File: src/sv/lhq_div.sv
`timescale 1ns / 1ps
module lhq_div (
    input  logic               i_clk,
    input  logic               i_rst_n,
    input  logic               i_start,
    input  logic signed [63:0] i_num,
    input  logic signed [32:0] i_den,
    output logic               o_done,
    output logic signed [63:0] o_quo
);
    // Restoring division on magnitudes, one quotient bit per cycle,
    // then floor correction when the signs differ.
    logic        r_busy;
    logic        r_fin;
    logic [5:0]  r_cnt;
    logic [63:0] r_num;
    logic [32:0] r_den;
    logic [33:0] r_rem;
    logic [63:0] r_q;
    logic        r_neg;
    logic [33:0] w_trial;
    logic        w_fit;
    logic [63:0] w_qneg;

    assign w_trial = {r_rem[32:0], r_num[63]};
    assign w_fit   = w_trial >= {1'b0, r_den};
    assign w_qneg  = (~r_q) + 64'd1 - {63'd0, (r_rem != 34'd0)};

    always_ff @(posedge i_clk) begin
        if (!i_rst_n) begin
            r_busy <= 1'b0;
            r_fin  <= 1'b0;
            r_cnt  <= '0;
        end else begin
            r_fin <= 1'b0;
            if (i_start) begin
                r_busy <= 1'b1;
                r_cnt  <= '0;
                r_num  <= i_num[63] ? (~i_num) + 64'd1 : i_num;
                r_den  <= i_den[32] ? (~i_den) + 33'd1 : i_den;
                r_rem  <= '0;
                r_neg  <= i_num[63] ^ i_den[32];
            end else if (r_busy) begin
                r_rem <= w_fit ? w_trial - {1'b0, r_den} : w_trial;
                r_q   <= {r_q[62:0], w_fit};
                r_num <= {r_num[62:0], 1'b0};
                r_cnt <= r_cnt + 6'd1;
                if (r_cnt == 6'd63) begin
                    r_busy <= 1'b0;
                    r_fin  <= 1'b1;
                end
            end
        end
    end

    assign o_done = r_fin;
    assign o_quo  = r_neg ? w_qneg : r_q;
endmodule

File: config.mk
export PLATFORM = sky130hd
export DESIGN_NAME = lhq_div
export DESIGN_NICKNAME = d
export VERILOG_FILES = /design/src/sv/lhq_div.sv
export SDC_FILE = /design/constraint.sdc
export NUM_CORES = 1
export LEC_CHECK = 0
export BUFFER_PORTS_ARGS = -buffer_cell sky130_fd_sc_hd__clkbuf_2
export CAP_MARGIN = 30
export CORE_UTILIZATION = 40
export DETAILED_ROUTE_END_ITERATION = 6
export PLACE_DENSITY_LB_ADDON = 0.3
export SLEW_MARGIN = 20
export SYNTH_ARGS = -nofsm -noshare
export SYNTH_HDL_FRONTEND = slang
export SYNTH_SLANG_ARGS = --single-unit
File: constraint.sdc
create_clock -name i_clk -period 8.4 [get_ports i_clk]
set_clock_uncertainty 0.15 [all_clocks]
set_input_delay 1.26 -clock i_clk [delete_from_list [all_inputs] [get_ports i_clk]]
set_output_delay 1.26 -clock i_clk [all_outputs]
set_load 0.01 [all_outputs]
==> flow_summary_export.csv, run 1 <==
group,metric,value,unit
logic_synthesis,synthTopCellsByCount,"a21oi_1, edfxtp_1, nand2_1, o21ai_0, inv_1",
cts,insertion_delay,0.58,ns
setup_path,crit_required,6.99,ns
finish,drive_above_1_share,0.132,
power,vdd_drop_max,0.163,mV
timing,hold_viol,0,
setup_path,critPathMaxFanout,4,
cts,ctsResizeCount,0,
grt,grt-ovfl-total,0,
logic_synthesis,synth_fp_nets,2036,
setup_path,critPathLaunchType,"flop",
drt,wl_per_cell,16.4,um
cts,cts_root_buffer,"clkbuf_16",
grt,grt_util_all_layers,0.199,
logic_synthesis,ys_seq_area_frac,0.376,
finish,area.growth.synth_to_final,13.3,%
cts,cts_max_path_buffers,3,
run_status,status,"completed",
setup_path,crit_type,"flop to primary output",
timing,setup_violations,0,
cts,cts_tree,"yes",
drt,drc,0,
grt,antenna_found_initial,1,
power,p_sw,0.000960,W
finish,final_nets,2156,
logic_synthesis,synthSimpleGateAreaFrac,0.170,
logic_synthesis,yosysWarnings,0,
power,power.share.combinational,0.237,
setup_path,crit_family,"compound AO/OA/AOI/OAI gates",
die,start_util,0.405,
timing,fmax,0.129,GHz
placement,gp_congestion,0.882,
logic_synthesis,syn_area,0.0161,mm^2
timing,finalCritPeriodShare,0.922,
cts,path_clk_slew,0.06,ns
die,die-width,202,um
power,power_density,171,mW/mm^2
die,fp.dieH,202,um
logic_synthesis,synth.avg_cell_area,8.77,um^2
drt,antenna_left,0,
cts,cts_setup_buffers,0,
die,top_level_ports,165,
die,design.core.area,0.0396,mm^2
timing,max_slew.worst_pin.slew,0.886,ns
placement,dp_hpwl,30700,um
grt,grt_pass1_wl,68200,um
setup_path,path_cells,"nor4_1 -> and4_1 -> nand4_1 -> nor4_1 -> ha_1 -> ha_1 -> inv_1 -> ha_1 -> o21bai_1 -> a21oi_1 -> o21ai_1 -> a21oi_1 -> o41ai_2 -> a21oi_1 -> o31ai_1 -> a41oi_1 -> o21a_1 -> o311ai_1 -> clkbuf_2",
grt,grt_max_degree,82,
logic_synthesis,synth_seq_cells,204,
drt,vias_per_cell,5.54,
die,die_area,0.0410,mm^2
finish,fillers,3955,
power,fin_total_pwr,0.00311,W
finish,antenna_cells,0,
drt,vias,13800,
cts,cts_hold_buffers,0,
power,internal-power,0.00215,W
job,maxCapViolCount,0,
setup_path,cp-end-kind,"primary output",
hold_path,hp-class,"flop to flop",
grt,grt_pass1_vias,13700,
placement,post-place-ws,1.27,ns
logic_synthesis,synth_top_area_cell,"edfxtp_1",
logic_synthesis,synth_top_area_frac,0.366,
power,p_sw_frac,0.309,
logic_synthesis,synth_ff_type,"edfxtp_1",
timing,setup_ws,0.652,ns
power,pwr-share-clk,0.367,
logic_synthesis,synthAdderAreaFrac,0.0815,
logic_synthesis,synth-xor-area-share,0.0949,
power,p_leak,7.42,nW
setup_path,slowest_stage,"o31ai_1",
logic_synthesis,synth_edf_count,196,
setup_path,cp.arrival,6.34,ns
drt,drt_iter0_drc,735,
timing,fin_crit,7.75,ns
power,pwr-share-seq,0.396,
cts,clkSinkCount,204,
timing,drv_slew,0,
logic_synthesis,synth_top_family_by_area,"compound AO/OA/AOI/OAI gates",
placement,io_buffers,164,
setup_path,path_buf_inv,2,
logic_synthesis,synth_most_common_cell,"a21oi_1",
logic_synthesis,ys_types,72,
logic_synthesis,synth_cells,1832,
timing,fin_tns_setup,0,ns
logic_synthesis,synth_mux_area_frac,0.0171,
setup_path,slowest_delay,0.57,ns
timing,grt_setup_unrepaired,"no",
logic_synthesis,synthTopCellsByArea,"edfxtp_1, ha_1, a21oi_1",
drt,dr.pass1.iters,5,
cts,cts-htree-levels,1,
cts,cts_buffers,27,
timing,maxSlewHeadroom,0.409,
logic_synthesis,async_flop_share,0,
drt,drt_wl_total,41000,um
die,rows,73,
logic_synthesis,synth_compound_area_frac,0.210,
[metal layers]
metal	track usage	wire length, um
met4	0.0505	885
met2	0.330	19000
met5	0	13
met3	0.0361	2330
met1	0.265	18800
[cells in the final DEF, fill, tap and decap left out, types with 12 or more instances in the layout]
cell / count
xnor2_1: 92
nand2b_1: 17
o21ai_0: 136
a211oi_1: 13
inv_1: 131
nand2_1: 192
o31ai_1: 28
or4_1: 12
a21oi_1: 203
clkbuf_16: 27
a21o_1: 50
or3_1: 32
o21bai_1: 21
a31oi_1: 24
ha_1: 103
nand4_1: 34
xor2_1: 82
nand3_1: 32
o41ai_1: 13
mux2i_1: 15
nor4_1: 16
o21a_1: 12
nor3_1: 26
nor2_1: 127
clkbuf_2: 163
edfxtp_1: 196
[power by group through the flow]
stage | Combinational (W) | Sequential [W] | Clock, W
floorplan | 0.000526 | 0.00124 | 0
global placement | 0.000729 | 0.00125 | 0
detailed placement | 0.000730 | 0.00125 | 0
CTS | 0.000737 | 0.00123 | 0.00117
global route | 0.000825 | 0.00124 | 0.00121
finish | 0.000737 | 0.00123 | 0.00114
[worst register-to-register path: cells and delay by family, from the launching register on]
| family | cells | cell delay (ns) |
|---|---|---|
| AOI/OAI and AO/OA | 6 | 1.34 |
| buffers and inverters | 3 | 0.94 |
| and+or+nand+nor | 4 | 0.89 |
| adders and majority gates | 2 | 0.64 |
| DFF | 1 | 0.38 |
[logic make-up after synthesis]
logic type / Yosys count
AOI/OAI and AO/OA: 555
xor gates and xnor gates: 174
adders and majority gates: 104
buffers and inverters: 213
DFF: 204
muxes: 26
and+or+nand+nor: 556
[cell type report]
class,instances,area [um^2],share of cell area
multi-input combinational,1415,9230,0.507
tap,525,657,0.0361
sequential,204,6050,0.332
clock buffer,30,697,0.0383
inverter,131,492,0.0270
clock inverter,20,181,0.00997
timing repair buffer,173,887,0.0488
[sequential cells by signal, summed over array words and instances, names as in the netlist]
name	cells
r_num	64
r_q	64
r_rem	34
r_den	33
r_cnt	6
o_done	1
r_busy	1
r_neg	1
[path summary, 6_finish.rpt]
check	startpoint	end	slack (ns)	cells past startpoint
worst min register to register	r_q[1]	r_q[2]	0.30	0
worst max-delay path	r_rem[2]	o_quo[61]	0.65	19
worst min-delay path	r_q[1]	r_q[2]	0.30	0
worst max register to register	r_num[63]	r_rem[18]	3.86	15
[per-stage QoR]
step	instance area [um^2]	std cells	utilization	hold slack (ns)
finish	18200	2498	0.459	0.303
global route	18200	2498	0.459	0.330
CTS	18200	2497	0.459	0.306
detailed placement	17300	2447	0.437	0.292
global placement	17300	2447	0.437	0.288
floorplan	16100	1832	-	0.276
Power figures use the tool's default switching activity.
==> run 2, diff against run 1 <==
CELL_PAD_IN_SITES_DETAIL_PLACEMENT = 0   (was not set)
CELL_PAD_IN_SITES_GLOBAL_PLACEMENT = 2   (was not set)
==> run 2 against run 1 <==
Effect of this change:
- first-iteration DRC count rose by 8.0%
- highest routed layer unchanged
- wire length up 2.2%
- register-to-register slack improved by 0.18 ns
- non-clock buffer count stayed put
==> flow_summary_export.csv, run 2 (synthesis gave the netlist of run 1 again) <==
group,metric,value,unit
run_status,status,"completed",
setup_path,path_buf_inv,2,
finish,area.growth.synth_to_final,13.6,%
setup_path,cp-end-kind,"primary output",
grt,grt-ovfl-total,0,
cts,cts-htree-levels,1,
setup_path,crit_family,"compound AO/OA/AOI/OAI gates",
setup_path,critPathMaxFanout,4,
job,maxCapViolCount,0,
timing,fmax,0.132,GHz
power,pwr-share-clk,0.383,
drt,vias,13700,
drt,dr.pass1.iters,5,
finish,final_cell_mix,"a21oi_1, edfxtp_1, nand2_1, clkbuf_2, o21ai_0",
cts,insertion_delay,0.57,ns
cts,cts_hold_buffers,0,
setup_path,slowest_stage,"o41ai_2",
setup_path,worstReg2RegStart,"r_num[63]",
drt,vias_per_cell,5.49,
drt,drc,0,
cts,cts_buffers,27,
placement,dp_hpwl,31300,um
finish,final_nets,2156,
grt,grt_pass1_vias,13300,
setup_path,crit_type,"flop to primary output",
finish,antenna_cells,0,
timing,max_slew.worst_pin.slew,0.896,ns
setup_path,critPathLaunchType,"flop",
die,start_util,0.405,
power,p_sw,0.000965,W
grt,grt_util_all_layers,0.202,
setup_path,cp.arrival,6.17,ns
timing,hold_viol,0,
power,pwr-share-seq,0.386,
die,die_area,0.0410,mm^2
setup_path,reg2reg_to,"r_rem[26]",
hold_path,hp-class,"flop to flop",
setup_path,crit_required,6.99,ns
setup_path,path_cells,"nor4_1 -> and4_1 -> nand4_1 -> nor4_1 -> ha_1 -> ha_1 -> inv_1 -> ha_1 -> o21bai_1 -> a21oi_1 -> o21ai_1 -> a21oi_1 -> o41ai_2 -> a21oi_1 -> o31ai_1 -> a41oi_1 -> o21a_1 -> o311ai_1 -> clkbuf_2",
setup_path,r2r_cells,15,
timing,maxSlewHeadroom,0.403,
power,power.share.combinational,0.231,
power,vdd_drop_max,0.134,mV
drt,antenna_left,0,
power,p_sw_frac,0.302,
timing,grt_setup_unrepaired,"no",
cts,ctsResizeCount,0,
timing,setup_violations,0,
hold_path,min_path_cells,0,
power,power_density,175,mW/mm^2
timing,fin_tns_setup,0,ns
finish,mostFrequentLayoutCell,"a21oi_1",
hold_path,holdCritStartpoint,"r_q[1]",
setup_path,slowest_delay,0.62,ns
cts,clkSinkCount,204,
die,fp.dieH,202,um
hold_path,hold_end,"r_q[2]",
cts,path_clk_slew,0.05,ns
drt,drt_iter0_drc,794,
drt,wl_per_cell,16.8,um
timing,drv_slew,0,
die,die-width,202,um
cts,cts_root_buffer,"clkbuf_16",
finish,top_regs,"r_num: 64 flops, r_q: 64 flops, r_rem: 34 flops",
power,p_leak,7.46,nW
grt,antenna_found_initial,3,
setup_path,r2r_slack,4.04,ns
placement,postPlaceCellArea,0.0173,mm^2
die,rows,73,
drt,drt_wl_total,41900,um
grt,grt_pass1_wl,68100,um
finish,drive_above_1_share,0.131,
timing,fin_crit,7.58,ns
die,design.core.area,0.0396,mm^2
placement,gp_congestion,0.850,
placement,io_buffers,164,
grt,grt_max_degree,81,
cts,cts_tree,"yes",
die,top_level_ports,165,
cts,cts_max_path_buffers,3,
power,internal-power,0.00223,W
cts,cts_setup_buffers,0,
timing,finalCritPeriodShare,0.903,
finish,fin_area,0.0183,mm^2
run 2: changes by cell type in the layout (fill, tap and decap cells not counted), sizes merged:
| cell | change |
|---|---|
| buf | +1 |
| bufinv | +2 |
| clkbuf | +2 |
| clkinv | -1 |
| clkinvlp | -3 |
| inv | -1 |
run 2: worst max-delay path by stage:
stage | slack (ns) | endpoint | startpoint | cells after the start
final | 0.82 | o_quo[61] | r_rem[2] | 19
after global routing | 0.35 | o_quo[61] | r_rem[2] | 19
after CTS | 0.77 | o_quo[61] | r_rem[2] | 19
after detailed placement | 1.44 | o_quo[61] | r_rem[2] | 19
after global placement | 1.67 | o_quo[61] | r_rem[2] | 19
after floorplan | 2.89 | o_quo[61] | r_rem[8] | 16
run 2: through the flow:
| step | instances | total power, W | setup slack (ns) | hold slack, ns | util |
|---|---|---|---|---|---|
| after global placement | 2448 | 0.00199 | 1.67 | 0.286 | 0.437 |
| after CTS | 2498 | 0.00323 | 0.768 | 0.319 | 0.460 |
| after detailed placement | 2448 | 0.00199 | 1.44 | 0.291 | 0.437 |
| after global routing | 2498 | 0.00335 | 0.351 | 0.328 | 0.460 |
| after floorplan | 1832 | 0.00177 | 2.89 | 0.276 | - |
| final | 2498 | 0.00319 | 0.817 | 0.314 | 0.460 |
run 2: final cells by class:
type,instances,area (um^2)
Timing Repair Buffer,173,891
Fill cell,3960,21400
Multi-Input combinational cell,1415,9230
Sequential cell,204,6050
Inverter,131,492
Clock inverter,17,204
Clock buffer,33,728
Tap cell,525,657
run 2: layer usage:
layer	up-vias	share of wire	track usage
met2	283	0.46	0.330
li1	6924	-	-
met1	6448	0.47	0.277
met4	6	0.017	0.0397
met5	-	0.0011	0
met3	51	0.052	0.0387
run 2: power by group through the flow:
stage | logic [W] | clock network [W] | registers (W)
2_1_floorplan | 0.000526 | 0 | 0.00124
3_3_place_gp | 0.000742 | 0 | 0.00125
3_5_place_dp | 0.000734 | 0 | 0.00125
4_1_cts | 0.000739 | 0.00126 | 0.00123
5_1_grt | 0.000826 | 0.00129 | 0.00124
6_report | 0.000737 | 0.00122 | 0.00123
run 2: worst reg2reg max path: stages, from the launching register on:
cell and delay, ns:
edfxtp_1 0.38, inv_1 0.06, ha_1 0.23, fa_1 0.41, nor2b_1 0.12, o21ai_0 0.11
a21oi_1 0.25, o22a_1 0.32, o211ai_1 0.19, a21oi_1 0.28, nor3_1 0.14, or2_2 0.55
inv_1 0.13, buf_4 0.40, mux2i_1 0.30, nor2_1 0.06
==> run 3, diff against run 2 <==
==> constraint.sdc (replaced) <==
create_clock -name i_clk -period 8.4 [get_ports i_clk]
set_clock_uncertainty 0.15 [all_clocks]
set_input_delay 0.84 -clock i_clk [delete_from_list [all_inputs] [get_ports i_clk]]
set_output_delay 0.84 -clock i_clk [all_outputs]
set_load 0.01 [all_outputs]
==> run 3 against run 2 <==
Effect of this change:
- critical endpoint unchanged
- final cell count is essentially flat
- utilization did not move
- wire length decreased by 0.83%
- clock power is essentially flat
- setup slack improved by 0.64 ns
- critical path depth unchanged
- via count shrank 0.18%
- largest power group unchanged
- sequential share of layout area stayed put
- final area is the same
- sequential power is essentially flat
- register-to-register slack worse by 0.07 ns
==> flow_summary_export.csv, run 3 (synthesis gave the netlist of run 1 again) <==
group,metric,value,unit
grt,antenna_found_initial,3,
cts,path_clk_slew,0.05,ns
setup_path,worstReg2RegStart,"r_num[63]",
finish,final_cell_mix,"a21oi_1, edfxtp_1, nand2_1, clkbuf_2, o21ai_0",
timing,hold_viol,0,
cts,cts-htree-levels,1,
placement,gp_congestion,0.851,
drt,drt_iter0_drc,774,
drt,vias_per_cell,5.48,
cts,ctsResizeCount,0,
cts,cts_hold_buffers,0,
setup_path,r2r_cells,15,
drt,dr.pass1.iters,6,
cts,cts_tree,"yes",
cts,insertion_delay,0.56,ns
finish,drive_above_1_share,0.131,
grt,grt_util_all_layers,0.199,
cts,clkSinkCount,204,
placement,postPlaceCellArea,0.0173,mm^2
hold_path,hp-class,"flop to flop",
setup_path,critPathMaxFanout,4,
grt,grt_pass1_wl,67100,um
setup_path,critPathLaunchType,"flop",
power,p_leak,7.47,nW
timing,setup_violations,0,
timing,fmax,0.144,GHz
drt,vias,13700,
setup_path,slowest_stage,"o41ai_2",
timing,finalCritPeriodShare,0.826,
cts,cts_setup_buffers,0,
timing,drv_slew,0,
run_status,status,"completed",
finish,mostFrequentLayoutCell,"a21oi_1",
setup_path,crit_required,7.41,ns
finish,fin_area,0.0183,mm^2
setup_path,cp-end-kind,"primary output",
finish,final_nets,2155,
setup_path,slowest_delay,0.56,ns
power,power.share.combinational,0.232,
finish,fillers,3940,
die,die_area,0.0410,mm^2
power,p_sw_frac,0.295,
timing,grt_setup_unrepaired,"no",
power,pwr-share-clk,0.380,
die,top_level_ports,165,
timing,fin_crit,6.94,ns
die,start_util,0.405,
finish,area.growth.synth_to_final,13.6,%
finish,final_util,0.460,
drt,wl_per_cell,16.7,um
drt,drc,0,
timing,setup_ws,1.46,ns
placement,post-place-ws,1.97,ns
setup_path,crit_type,"flop to primary output",
timing,maxSlewHeadroom,0.402,
power,power_density,174,mW/mm^2
die,design.core.area,0.0396,mm^2
die,fp.dieH,202,um
cts,cts_buffers,26,
timing,fin_tns_setup,0,ns
hold_path,min_path_cells,0,
power,fin_total_pwr,0.00318,W
drt,antenna_left,0,
placement,io_buffers,164,
drt,drt_wl_total,41600,um
cts,cts_max_path_buffers,3,
power,vdd_drop_max,0.141,mV
setup_path,path_cells,"nor4_1 -> and4_1 -> nand4_1 -> nor4_1 -> ha_1 -> ha_1 -> inv_1 -> ha_1 -> o21bai_1 -> a21oi_1 -> o21ai_1 -> a21oi_1 -> o41ai_2 -> a21oi_1 -> o31ai_1 -> a41oi_1 -> o21a_1 -> o311ai_1 -> clkbuf_2",
cts,cts_root_buffer,"clkbuf_16",
setup_path,r2r_slack,3.97,ns
die,die-width,202,um
power,p_sw,0.000937,W
grt,grt_pass1_vias,13200,
hold_path,hold_end,"r_q[1]",
power,pwr-share-seq,0.387,
setup_path,cp.arrival,5.95,ns
placement,dp_hpwl,31200,um
die,rows,73,
grt,grt-ovfl-total,0,
job,maxCapViolCount,0,
timing,max_slew.worst_pin.slew,0.897,ns
setup_path,reg2reg_to,"r_rem[26]",
finish,top_regs,"r_num: 64 flops, r_q: 64 flops, r_rem: 34 flops",
power,internal-power,0.00224,W
grt,grt_max_degree,82,
hold_path,holdCritStartpoint,"r_q[0]",
-- run 3: worst max-delay path by stage --
stage	from	to	slack [ns]	cells past startpoint
after floorplan	r_rem[8]	o_quo[61]	3.31	16
after global routing	r_rem[2]	o_quo[61]	0.98	19
after global placement	r_rem[2]	o_quo[61]	2.09	19
final	r_rem[2]	o_quo[61]	1.46	19
after CTS	r_rem[2]	o_quo[61]	1.33	19
after detailed placement	r_rem[6]	o_quo[61]	1.97	19
-- run 3: per-layer routing --
| metal | vias up | part of all wire | routed length [um] | GRT usage |
|---|---|---|---|---|
| met3 | 50 | 0.054 | 2240 | 0.0347 |
| met4 | 6 | 0.016 | 661 | 0.0435 |
| met1 | 6410 | 0.47 | 19700 | 0.274 |
| li1 | 6932 | - | - | - |
| met5 | - | 0.0011 | 44 | 0 |
| met2 | 290 | 0.46 | 19000 | 0.324 |
-- run 3: final cells by class --
| type | instances | area, um^2 | area share |
|---|---|---|---|
| well taps | 525 | 657 | 0.0360 |
| diodes | 1 | 2.50 | 0.000137 |
| inverters | 131 | 492 | 0.0269 |
| flip-flops and latches | 204 | 6050 | 0.331 |
| clock inverters | 15 | 213 | 0.0117 |
| clock buffers | 33 | 717 | 0.0393 |
| repair buffers | 173 | 891 | 0.0488 |
| multi-input cells | 1415 | 9230 | 0.506 |
-- run 3: power by group through the flow --
stage | Clock (W) | Sequential [W] | Combinational (W)
after floorplan | 0 | 0.00124 | 0.000526
after global placement | 0 | 0.00125 | 0.000741
after detailed placement | 0 | 0.00125 | 0.000734
after CTS | 0.00125 | 0.00123 | 0.000740
after global routing | 0.00128 | 0.00124 | 0.000822
final | 0.00121 | 0.00123 | 0.000739
-- run 3: worst max-delay path: cells and delay by family, from the launching register on --
family	cells	cell delay [ns]
compound gates	10	2.96
simple gates	4	1.16
fa+ha+maj	3	0.63
flops	1	0.42
buf+inv	2	0.25
-- run 3: per-stage QoR --
step,hold slack [ns],instances
floorplan,0.276,1832
global placement,0.286,2448
detailed placement,0.288,2448
CTS,0.302,2496
global route,0.316,2496
finish,0.300,2497
